### src/design/software_travel_limit_check_defines.svh
// Assertion macros used by the travel limit check top-level design file
`ifndef SOFTWARE_TRAVEL_LIMIT_CHECK_DEFINES_SVH
`define SOFTWARE_TRAVEL_LIMIT_CHECK_DEFINES_SVH

// Same-cycle implication, checked out of reset
`define STLC_ASSERT_SAME(lbl, ante, cons) \
  lbl: assert property (@(posedge clk) disable iff (!rst_n) (ante) |-> (cons)) \
    else $error("travel limit check assertion failed");

// Next-cycle implication, checked out of reset
`define STLC_ASSERT_NEXT(lbl, ante, cons) \
  lbl: assert property (@(posedge clk) disable iff (!rst_n) (ante) |=> (cons)) \
    else $error("travel limit check assertion failed");

`endif

### src/design/stlc_pkg.sv
// Types and constants for the software travel limit check
`timescale 1ns / 1ps

package stlc_pkg;

  // Windows provided in hardware and windows actually in use
  localparam int WIN_MAX = 3;
  localparam int WIN_CNT = 3;

  localparam int POS_W   = 48;
  localparam int UPP_W   = 32;
  localparam int PULSE_W = 32;
  localparam int FRAC_W  = 16;
  localparam int CFG_IDX_W = 3;

  // Bit of limit_enables that holds the G22 mode
  localparam int G22_BIT = 3;
  // Bit of the invalid mask that flags an empty intersection
  localparam int EMPTY_BIT = 3;

  typedef logic signed [POS_W-1:0] pos_t;

  typedef enum logic [CFG_IDX_W-1:0] {
    REG_LIMIT_ENABLES = 3'd0,
    REG_WIN1_NEG      = 3'd1,
    REG_WIN1_POS      = 3'd2,
    REG_WIN2_NEG      = 3'd3,
    REG_WIN2_POS      = 3'd4,
    REG_WIN3_NEG      = 3'd5,
    REG_WIN3_POS      = 3'd6,
    REG_UNITS_PER_PULSE = 3'd7
  } cfg_reg_t;

  // Evaluated configuration, handed from the register block to the datapath
  typedef struct packed {
    logic [WIN_MAX-1:0] en;    // window enabled
    logic [WIN_MAX-1:0] ok;    // window enabled and well formed
    logic [3:0]         mask;  // invalid windows and empty intersection
  } cfg_eval_t;

endpackage

### src/design/stlc_cfg_regs.sv
// Configuration registers and window validity evaluation
`timescale 1ns / 1ps

module stlc_cfg_regs import stlc_pkg::*; (
  input  logic                 clk,
  input  logic                 rst_n,
  input  logic                 cfg_wr_en,
  input  logic [CFG_IDX_W-1:0] cfg_index,
  input  logic [POS_W-1:0]     cfg_wr_data,
  output pos_t                 win_neg [WIN_MAX],
  output pos_t                 win_pos [WIN_MAX],
  output logic [UPP_W-1:0]     units_per_pulse,
  output cfg_eval_t            eval
);

  logic [3:0]       enables_r;
  pos_t             win_neg_r [WIN_MAX];
  pos_t             win_pos_r [WIN_MAX];
  logic [UPP_W-1:0] upp_r;
  cfg_eval_t        eval_r;
  cfg_eval_t        eval_nxt;

  // Take register writes
  always_ff @(posedge clk) begin
    if (!rst_n) begin
      enables_r <= '0;
      upp_r     <= '0;
      for (int g = 0; g < WIN_MAX; g++) begin
        win_neg_r[g] <= '0;
        win_pos_r[g] <= '0;
      end
    end else if (cfg_wr_en) begin
      unique case (cfg_reg_t'(cfg_index))
        REG_LIMIT_ENABLES:   enables_r    <= cfg_wr_data[3:0];
        REG_WIN1_NEG:        win_neg_r[0] <= cfg_wr_data;
        REG_WIN1_POS:        win_pos_r[0] <= cfg_wr_data;
        REG_WIN2_NEG:        win_neg_r[1] <= cfg_wr_data;
        REG_WIN2_POS:        win_pos_r[1] <= cfg_wr_data;
        REG_WIN3_NEG:        win_neg_r[2] <= cfg_wr_data;
        REG_WIN3_POS:        win_pos_r[2] <= cfg_wr_data;
        REG_UNITS_PER_PULSE: upp_r        <= cfg_wr_data[UPP_W-1:0];
        default: ;
      endcase
    end
  end

  // Evaluate windows: enable, ordering, and pairwise overlap
  always_comb begin
    eval_nxt = '0;
    for (int g = 0; g < WIN_MAX; g++) begin
      eval_nxt.en[g] = (g < WIN_CNT) && enables_r[g] && ((g != 0) || enables_r[G22_BIT]);
      eval_nxt.ok[g] = eval_nxt.en[g] && (win_neg_r[g] < win_pos_r[g]);
      eval_nxt.mask[g] = eval_nxt.en[g] && !(win_neg_r[g] < win_pos_r[g]);
    end
    // Intersection is empty when some well-formed window starts past another's end
    for (int i = 0; i < WIN_MAX; i++) begin
      for (int j = 0; j < WIN_MAX; j++) begin
        if ((i != j) && eval_nxt.ok[i] && eval_nxt.ok[j] && (win_neg_r[i] > win_pos_r[j])) begin
          eval_nxt.mask[EMPTY_BIT] = 1'b1;
        end
      end
    end
  end

  // Hold the evaluation in a register behind the configuration registers
  always_ff @(posedge clk) begin
    if (!rst_n) begin
      eval_r <= '0;
    end else begin
      eval_r <= eval_nxt;
    end
  end

  assign win_neg         = win_neg_r;
  assign win_pos         = win_pos_r;
  assign units_per_pulse = upp_r;
  assign eval            = eval_r;

endmodule

### src/design/software_travel_limit_check.sv
// Pipeline: input transfer, stage-1 register (converted position), result register.
// Throughput: one item per cycle unless out_stall holds the result; the 32x33 pulse-to-position
// multiply sits between the input and the stage-1 register, the window compares before the result.
// A scan updates the stored limit-hit flags as its result is loaded, so later
// pre-checks report them in order.
// Reset (synchronous, rst_n low) clears all configuration registers, the flags and both valids.
`timescale 1ns / 1ps
`include "software_travel_limit_check_defines.svh"

module software_travel_limit_check import stlc_pkg::*; (
  input  logic                 clk,
  input  logic                 rst_n,
  // configuration writes
  input  logic                 cfg_wr_en,
  input  logic [CFG_IDX_W-1:0] cfg_index,
  input  logic [POS_W-1:0]     cfg_wr_data,
  // input channel
  input  logic                 in_valid,
  output logic                 in_stall,
  input  logic                 in_cmd,
  input  logic                 in_axis_exists,
  input  logic                 in_axis_homed,
  input  logic signed [PULSE_W-1:0] in_actual_pulses,
  input  logic signed [POS_W-1:0]   in_target_position,
  // result channel
  output logic                 out_valid,
  input  logic                 out_stall,
  output logic [WIN_MAX-1:0]   out_positive_hit,
  output logic [WIN_MAX-1:0]   out_negative_hit,
  output logic [3:0]           out_invalid_mask,
  output logic                 out_target_allowed,
  output logic                 out_jog_positive_allowed,
  output logic                 out_jog_negative_allowed
);

  pos_t             win_neg [WIN_MAX];
  pos_t             win_pos [WIN_MAX];
  logic [UPP_W-1:0] units_per_pulse;
  cfg_eval_t        eval;

  stlc_cfg_regs u_cfg (
    .clk             (clk),
    .rst_n           (rst_n),
    .cfg_wr_en       (cfg_wr_en),
    .cfg_index       (cfg_index),
    .cfg_wr_data     (cfg_wr_data),
    .win_neg         (win_neg),
    .win_pos         (win_pos),
    .units_per_pulse (units_per_pulse),
    .eval            (eval)
  );

  // Pipeline control
  logic s1_valid_r;
  logic out_valid_r;
  logic out_ready;
  logic s1_ready;
  logic in_xfer;
  logic s1_adv;

  assign out_ready = !out_valid_r || !out_stall;
  assign s1_ready  = !s1_valid_r || out_ready;
  assign in_stall  = !s1_ready;
  assign in_xfer   = in_valid && s1_ready;
  assign s1_adv    = s1_valid_r && out_ready;

  // Stage 1: convert pulses to position (floor of product / 2^16), or take the target for a command
  logic signed [PULSE_W+UPP_W:0] prod;
  logic                          s1_cmd_r;
  logic                          s1_active_r;
  pos_t                          s1_coord_r;

  assign prod = $signed(in_actual_pulses) * $signed({1'b0, units_per_pulse});

  always_ff @(posedge clk) begin
    if (!rst_n) begin
      s1_valid_r <= 1'b0;
    end else if (s1_ready) begin
      s1_valid_r <= in_valid;
    end
  end

  always_ff @(posedge clk) begin
    if (in_xfer) begin
      s1_cmd_r    <= in_cmd;
      s1_active_r <= in_axis_exists && in_axis_homed;
      s1_coord_r  <= in_cmd ? in_target_position : prod[FRAC_W+POS_W-1:FRAC_W];
    end
  end

  // Stage 2: window compares, flag rebuild and permissions
  logic [3:0]         mask;
  logic [WIN_MAX-1:0] pos_flags_r;
  logic [WIN_MAX-1:0] neg_flags_r;
  logic [WIN_MAX-1:0] pos_flags_nxt;
  logic [WIN_MAX-1:0] neg_flags_nxt;
  logic [WIN_MAX-1:0] outside;
  logic               allowed_nxt;
  logic [3:0]         mask_r;
  logic               allowed_r;
  logic               jog_pos_r;
  logic               jog_neg_r;

  assign mask = s1_active_r ? eval.mask : 4'd0;

  always_comb begin
    pos_flags_nxt = pos_flags_r;
    neg_flags_nxt = neg_flags_r;
    outside       = '0;
    for (int g = 0; g < WIN_MAX; g++) begin
      outside[g] = eval.ok[g] && ((s1_coord_r < win_neg[g]) || (s1_coord_r > win_pos[g]));
    end
    if (!s1_cmd_r) begin
      // Scan: rebuild flags from scratch
      for (int g = 0; g < WIN_MAX; g++) begin
        pos_flags_nxt[g] = s1_active_r &&
                           (mask[g] || (mask[EMPTY_BIT] && eval.en[g]) ||
                            (eval.ok[g] && (s1_coord_r >= win_pos[g])));
        neg_flags_nxt[g] = s1_active_r &&
                           (mask[g] || (mask[EMPTY_BIT] && eval.en[g]) ||
                            (eval.ok[g] && (s1_coord_r <= win_neg[g])));
      end
      allowed_nxt = 1'b1;
    end else begin
      allowed_nxt = !s1_active_r || ((mask == 4'd0) && (outside == '0));
    end
  end

  // Load the result register and commit the flags
  always_ff @(posedge clk) begin
    if (!rst_n) begin
      out_valid_r <= 1'b0;
      pos_flags_r <= '0;
      neg_flags_r <= '0;
    end else begin
      if (out_ready) begin
        out_valid_r <= s1_valid_r;
      end
      if (s1_adv) begin
        pos_flags_r <= pos_flags_nxt;
        neg_flags_r <= neg_flags_nxt;
      end
    end
  end

  always_ff @(posedge clk) begin
    if (s1_adv) begin
      mask_r    <= mask;
      allowed_r <= allowed_nxt;
      jog_pos_r <= (mask == 4'd0) && (pos_flags_nxt == '0);
      jog_neg_r <= (mask == 4'd0) && (neg_flags_nxt == '0);
    end
  end

  assign out_valid                = out_valid_r;
  assign out_positive_hit         = pos_flags_r;
  assign out_negative_hit         = neg_flags_r;
  assign out_invalid_mask         = mask_r;
  assign out_target_allowed       = allowed_r;
  assign out_jog_positive_allowed = jog_pos_r;
  assign out_jog_negative_allowed = jog_neg_r;

  // A pre-check leaves the stored flags untouched
  `STLC_ASSERT_NEXT(a_precheck_keeps_flags, s1_adv && s1_cmd_r, $stable({pos_flags_r, neg_flags_r}))
  // A held stage-1 item stays until the result side frees up
  `STLC_ASSERT_NEXT(a_s1_holds, s1_valid_r && !out_ready, s1_valid_r)
  // Any invalid configuration blocks both jog directions
  `STLC_ASSERT_SAME(a_mask_blocks_jog, out_valid_r && (mask_r != 4'd0), !jog_pos_r && !jog_neg_r)
  // An empty intersection needs at least two well-formed windows
  `STLC_ASSERT_SAME(a_empty_needs_two, eval.mask[EMPTY_BIT], $countones(eval.ok) >= 2)

endmodule
### config.mk
export PLATFORM = sky130hd
export DESIGN_NAME = software_travel_limit_check
export DESIGN_NICKNAME = d
export VERILOG_FILES = /design/src/design/stlc_pkg.sv /design/src/design/stlc_cfg_regs.sv /design/src/design/software_travel_limit_check.sv
export VERILOG_INCLUDE_DIRS = /design/src /design/src/design
export SDC_FILE = /design/constraint.sdc
export NUM_CORES = 2
export LEC_CHECK = 0
export ABC_AREA = 1
export CORE_UTILIZATION = 30
export CTS_CLUSTER_SIZE = 20
export DETAILED_ROUTE_END_ITERATION = 8
export DONT_BUFFER_PORTS = 1
export PLACE_DENSITY = 0.41
export SYNTH_ARGS = -nofsm -noshare
export SYNTH_HDL_FRONTEND = slang
export SYNTH_SLANG_ARGS = --single-unit
### constraint.sdc
create_clock -name clk -period 18.65 [get_ports clk]
set_clock_uncertainty 0.15 [all_clocks]
set_input_delay 0 -clock clk [delete_from_list [all_inputs] [get_ports clk]]
set_output_delay 0 -clock clk [all_outputs]
set_load 0.05 [all_outputs]
* After elaboration in Yosys (flattened, before gate mapping)
Cells that the tools add are included.
** Word-level totals
- Bits in registers :: 399
- Logic and storage cells :: 137
** Cells by class
- Reductions and logical operators :: 76
- Eq/ne operators :: 7
- Magnitude comparators :: 21
- $mul :: 1
- Mux-type cells :: 10
** Operator list (count)
- $gt 48x48->1 :: 9
- $lt 48x48->1 :: 6
- $ge 48x48->1 :: 3
- $le 48x48->1 :: 3
- $mul 32x33->64 :: 1
- $mux 48 :: 1
- $logic_and 1x1->1 :: 40
- $reduce_and 2->1 :: 8
- $logic_or 1x1->1 :: 15
- $eq 3x3->1 const B :: 4
- $logic_not 3->1 :: 4
- $logic_not 1->1 :: 8
- $eq 3x2->1 const B :: 2
- $mux 1 :: 6
- $mux 3 :: 2
- $logic_not 4->1 :: 1
- $mux 4 :: 1
- $eq 3x1->1 const B :: 1

* Longest topological paths before layout
- Word-level depth :: 10
- Depth in mapped cells :: 34
- Gate-level depth less buffers :: 32

* Hierarchy
From an unflattened synthesis, not the netlist that was laid out.
** Unflattened totals
- Cells, all modules :: 9316
- Area total of the unflattened synthesis :: 67908.9 µm²
** Modules (own cells, without submodules)
- software_travel_limit_check :: instances 1, area an instance 46397.0 µm², sequential area each 1871.8 µm², cells each 6386
- stlc_cfg_regs :: instances 1, area an instance 21511.9 µm², sequential area each 6686.4 µm², cells each 2930

* Worst setup path before layout
No wires, ideal clock.
- Path kind :: flip-flop to flip-flop
- Start point :: reg u_cfg.upp_r[5], in the netlist u_cfg.units_per_pulse[5]
- End point :: reg s1_coord_r[29] (data pin)
- Data required time :: 18.246 ns
- Stages on the path, launching flop included :: 27
- Data arrival time :: 6.606 ns
- Slack :: 11.640 ns
- Path buffers :: 2
- Setup time :: 0.254 ns
- Cell sequence :: dfxtp_1 clkbuf_1 clkbuf_1 nand2_1 fa_1 inv_1 fa_1 inv_1 fa_1 inv_1 fa_1 fa_1 fa_1 fa_1 inv_1 fa_1 inv_1 ha_1 a21oi_1 o21ai_0 a21oi_1 inv_1 a21oi_1 o211ai_1 or2_2 nand3_1 nand2_1
** On the way
- Longest elaborated chain between the ends :: 2
** RTL lines
- start: declaration :: line stlc_cfg_regs.sv:19 : logic [UPP_W-1:0] upp_r;
- start signal: assignment :: line stlc_cfg_regs.sv:41 : REG_UNITS_PER_PULSE: upp_r <= cfg_wr_data[UPP_W-1:0];
- $mul 32x33->64 :: line software_travel_limit_check.sv:73 : assign prod = $signed(in_actual_pulses) * $signed({1'b0, units_per_pulse});
- $mux 48 :: line software_travel_limit_check.sv:87 : s1_coord_r <= in_cmd ? in_target_position : prod[FRAC_W+POS_W-1:FRAC_W];
- end signal: assignment :: line software_travel_limit_check.sv:87
- end: declaration :: line software_travel_limit_check.sv:71 : pos_t s1_coord_r;
Every way passes these cells.
A chain may end at the register's enable or synchronous reset.

* Final worst setup path
- Start point :: reg u_cfg.upp_r[15], in the netlist u_cfg.units_per_pulse[15]
- End point :: reg s1_coord_r[47] (data pin)
Same word-level chain as after synthesis.

==> run summary <==
Outcome = complete, no violations
Share of cells above drive strength 1 = 2.14%
Pin count of the biggest net entering global routing = 328
CP max FO = 20
Global Route Usage Sum = 23.7%
CTS buffer count = 56
RSZ-0062 raised after global routing = false
Remaining global-route overflow = 0
Gpl congestion = 0.948
Post-route setup slack = 9.53 ns
R2r startpoint = u_cfg.units_per_pulse[15]
Hold WC Path Type = primary input to register
Syn Area/Cell = 7.49 µm²
Detailed-route via count = 56000
Net Count, Synth = 10900
Period utilization = 48.9%
Min Hold Slack = 0.0361 ns
# IOs = 154
Crit end category = register
Synth cell types = 46
Critical path class = register to register
Top FF cell, synth = dfxtp_1
First-pass GRT wire length = 390 mm
Final hold violation count = 0
PwrDens = 69.6 nW/µm²
CTS tree = yes
Clk sink count = 399
Setup TNS = 0 ns
H-tree depth = 2
Root buf cell = clkbuf_16
Routed wire length = 266 mm
Launch point of the worst hold path = in_target_position[4]
Worst Tran Pin Value = 1.13 ns
Cells on worst reg2reg path = 26
Placed cell area = 69400 µm²
IO Port Bufs = 0
Post-synth EDFFs = 57
Vias in the first global route = 57500
Worst path required time = 18.89 ns
Core ar. = 220000 µm²
Max-slew violation count = 0
Final #Nets = 10800
Post-route DRC violation count = 0
WHS Endpoint = s1_coord_r[4]
Dpl hpwl = 211 mm
Worst skew pair latency = 0.69 ns
Die area = 224000 µm²
Hold path depth = 3
Antenna-violating nets left = 0
R2R Path End = s1_coord_r[47]
Worst VDD drop = 74.6 µV
Area growth syn-to-layout = 9.18%
Post-CTS Resized = 0
Yosys warns = 0
Mapped Cells = 8892
Synth Register Bits = 399
Max_cap viols = 0
Post-synthesis sequential area ratio = 12.9%
Arr. time, crit path = 9.36 ns
Critical Path Source Type = register
Synthesized area = 66600 µm²
Wire per inst = 22.5 µm
FFs w/ async S/R, synth = 0%
Slew headroom = 24.5%
Final cell area excluding filler cells = 72700 µm²
Pre-CTS setup slack = 10.04 ns
Period minus WS final = 9.12 ns
CTS Buffer Depth = 3
Final Setup Violations = 0
Vias per cell = 4.74
Initial antenna violation count = 16
P_leak = 39.6 nW
Reg-to-reg slack, setup = 9.53 ns
Die Y = 473 µm
Worst-path clk slew = 0.06 ns
DR pass1 iterations = 6
Final std cells w/o fill = 11800
Die width = 473 µm
Post CTS Setup Buffer Count = 0
Initial Utilization = 30.2%
DR iter-0 viols = 3581
Placed cell count = 11600
Cell Rows = 172
Fmax = 110 MHz
worst max-delay path by stage:
stage	startpoint	to	slack (ns)
after floorplan	u_cfg.units_per_pulse[5]	s1_coord_r[29]	11.64
after global placement	u_cfg.units_per_pulse[16]	s1_coord_r[21]	10.11
after detailed placement	u_cfg.units_per_pulse[16]	s1_coord_r[21]	10.04
after CTS	u_cfg.units_per_pulse[15]	s1_coord_r[47]	9.61
after global routing	u_cfg.units_per_pulse[15]	s1_coord_r[47]	9.34
final	u_cfg.units_per_pulse[15]	s1_coord_r[47]	9.53
metal layers:
layer / vias to the layer above / part of all wire, % / GRT usage, % / wire, µm
li1: 27100 / - / - / -
met1: 27500 / 43 / 30.5 / 115000
met2: 1146 / 49 / 41.2 / 129000
met3: 309 / 4.2 / 2.44 / 11100
met4: 4 / 3.9 / 8.18 / 10300
met5: - / 0.010 / 0 / 27
cells in the mapped netlist (3+ instances only):
library cell  number  area share [%]
nand3b_1          16            0.18
ha_1            1004              19
dfxtp_1          342              10
a31oi_1           18            0.17
o21ai_0          461             3.5
o21ai_1           13           0.098
xor2_1             6           0.079
o21bai_1          18            0.20
a211oi_1           7           0.079
o21a_1            36            0.41
o221ai_1           3           0.039
nand2_1         1937              11
nand3_1          184             1.4
nand2_2            3           0.028
o211ai_1          13            0.15
inv_1           2194              12
or2_2             20            0.19
a21oi_1          698             5.2
nand4_1           80            0.75
nor3_1            39            0.29
and3_1             4           0.038
a21boi_0           9            0.10
nor3_2             3           0.045
inv_2              8           0.045
clkbuf_1         322             1.8
nor2_1           421             2.4
nor4_1            16            0.15
xnor2_1           12            0.16
or2_1              9           0.085
nor2_2             4           0.038
a21o_1            22            0.25
fa_1             896              27
edfxtp_1          57             2.6
metrics by stage:
stage                     utilization (%)  power [W]
after global routing                 33.0    0.00552
final                                33.0    0.00506
after CTS                            33.0    0.00512
after detailed placement             31.5    0.00389
after global placement               31.5    0.00388
after floorplan                         -    0.00292
flip-flops by register name, indices dropped and copies added, names as in the netlist, 3 cells and up:
signal and flops:
u_cfg.eval 10, out_invalid_mask 4, u_cfg.win_neg 144, out_negative_hit 3, out_positive_hit 3, s1_coord_r 48
u_cfg.win_pos 144, u_cfg.enables_r 4, u_cfg.units_per_pulse 32
worst max-delay path, cell delays in order (launching register included):
cell and delay, ns:
dfxtp_1 0.72, buf_4 0.44, nand2_1 0.08, inv_1 0.08, fa_1 0.44, fa_1 0.52, inv_1 0.08, fa_1 0.54
fa_1 0.52, inv_1 0.05, fa_1 0.47, fa_1 0.51, fa_1 0.54, inv_1 0.05, fa_1 0.52, inv_1 0.04
ha_1 0.35, a21oi_1 0.26, o21ai_0 0.26, a21oi_1 0.65, a21boi_0 0.24, nand2_1 0.30, nand2_1 0.18, nand3b_1 0.09
nand3_1 0.09, nand2_1 0.05, dlygate4sd3_1 0.55
power breakdown:
group / leakage, nW / internal, W / switching [W]
Clock: 0.904 / 0.000643 / 0.000489
Sequential: 3.34 / 0.000953 / 0.000141
Combinational: 35.3 / 0.00100 / 0.00183
Total: 39.6 / 0.00260 / 0.00246
final cells by class:
| cell class | count | area [µm²] |
|---|---|---|
| Timing Repair Buffer | 177 | 1710 |
| Inverter | 2203 | 8280 |
| Antenna cell | 13 | 32.5 |
| Tap cell | 2958 | 3700 |
| Sequential cell | 399 | 8560 |
| Clock buffer | 70 | 1540 |
| Multi-Input combinational cell | 5966 | 48500 |
| Clock inverter | 32 | 344 |
| Fill cell | 23600 | 147000 |
cells by family (layout without fill, tap and decap cells):
kind of cell / after synthesis / count (layout) / synth area share [%]
flip-flops: 399 / 399 / 12.9
adder cells (fa/ha/maj): 1900 / 1900 / 45.8
XOR/XNOR: 18 / 18 / 0.237
buffers and inverters: 2527 / 2482 / 14.2
AO/OA/AOI/OAI: 1304 / 1304 / 10.3
AND/OR/NAND/NOR: 2744 / 2744 / 16.6
other: 0 / 13 / 0
cells in the final DEF (no fill, tap or decap), types with 13 or more instances in the layout:
| master | synthesis | layout |
|---|---|---|
| dfxtp_1 | 342 | 342 |
| a21o_1 | 22 | 22 |
| o211ai_1 | 13 | 13 |
| nor4_1 | 16 | 16 |
| diode_2 | 0 | 13 |
| a31oi_1 | 18 | 18 |
| nand4_1 | 80 | 80 |
| a21oi_1 | 698 | 698 |
| clkbuf_16 | 0 | 58 |
| nor3_1 | 39 | 39 |
| o21bai_1 | 18 | 18 |
| or2_2 | 20 | 20 |
| clkinv_2 | 0 | 15 |
| nand3b_1 | 16 | 16 |
| buf_4 | 0 | 47 |
| ha_1 | 1004 | 1004 |
| o21ai_1 | 13 | 13 |
| edfxtp_1 | 57 | 57 |
| nor2_1 | 421 | 420 |
| fa_1 | 896 | 896 |
| dlygate4sd3_1 | 0 | 127 |
| nand2_1 | 1937 | 1937 |
| nand3_1 | 184 | 184 |
| o21a_1 | 36 | 36 |
| inv_1 | 2194 | 2187 |
| o21ai_0 | 461 | 461 |
repair_timing:
action / 4_1_cts / 5_1_grt
endpoints found under the hold margin: 449 / 0
setup endpoints to repair: 0 / 0
hold buffers: 129 / 0
No activity file was read; power rests on OpenSTA's default activity.
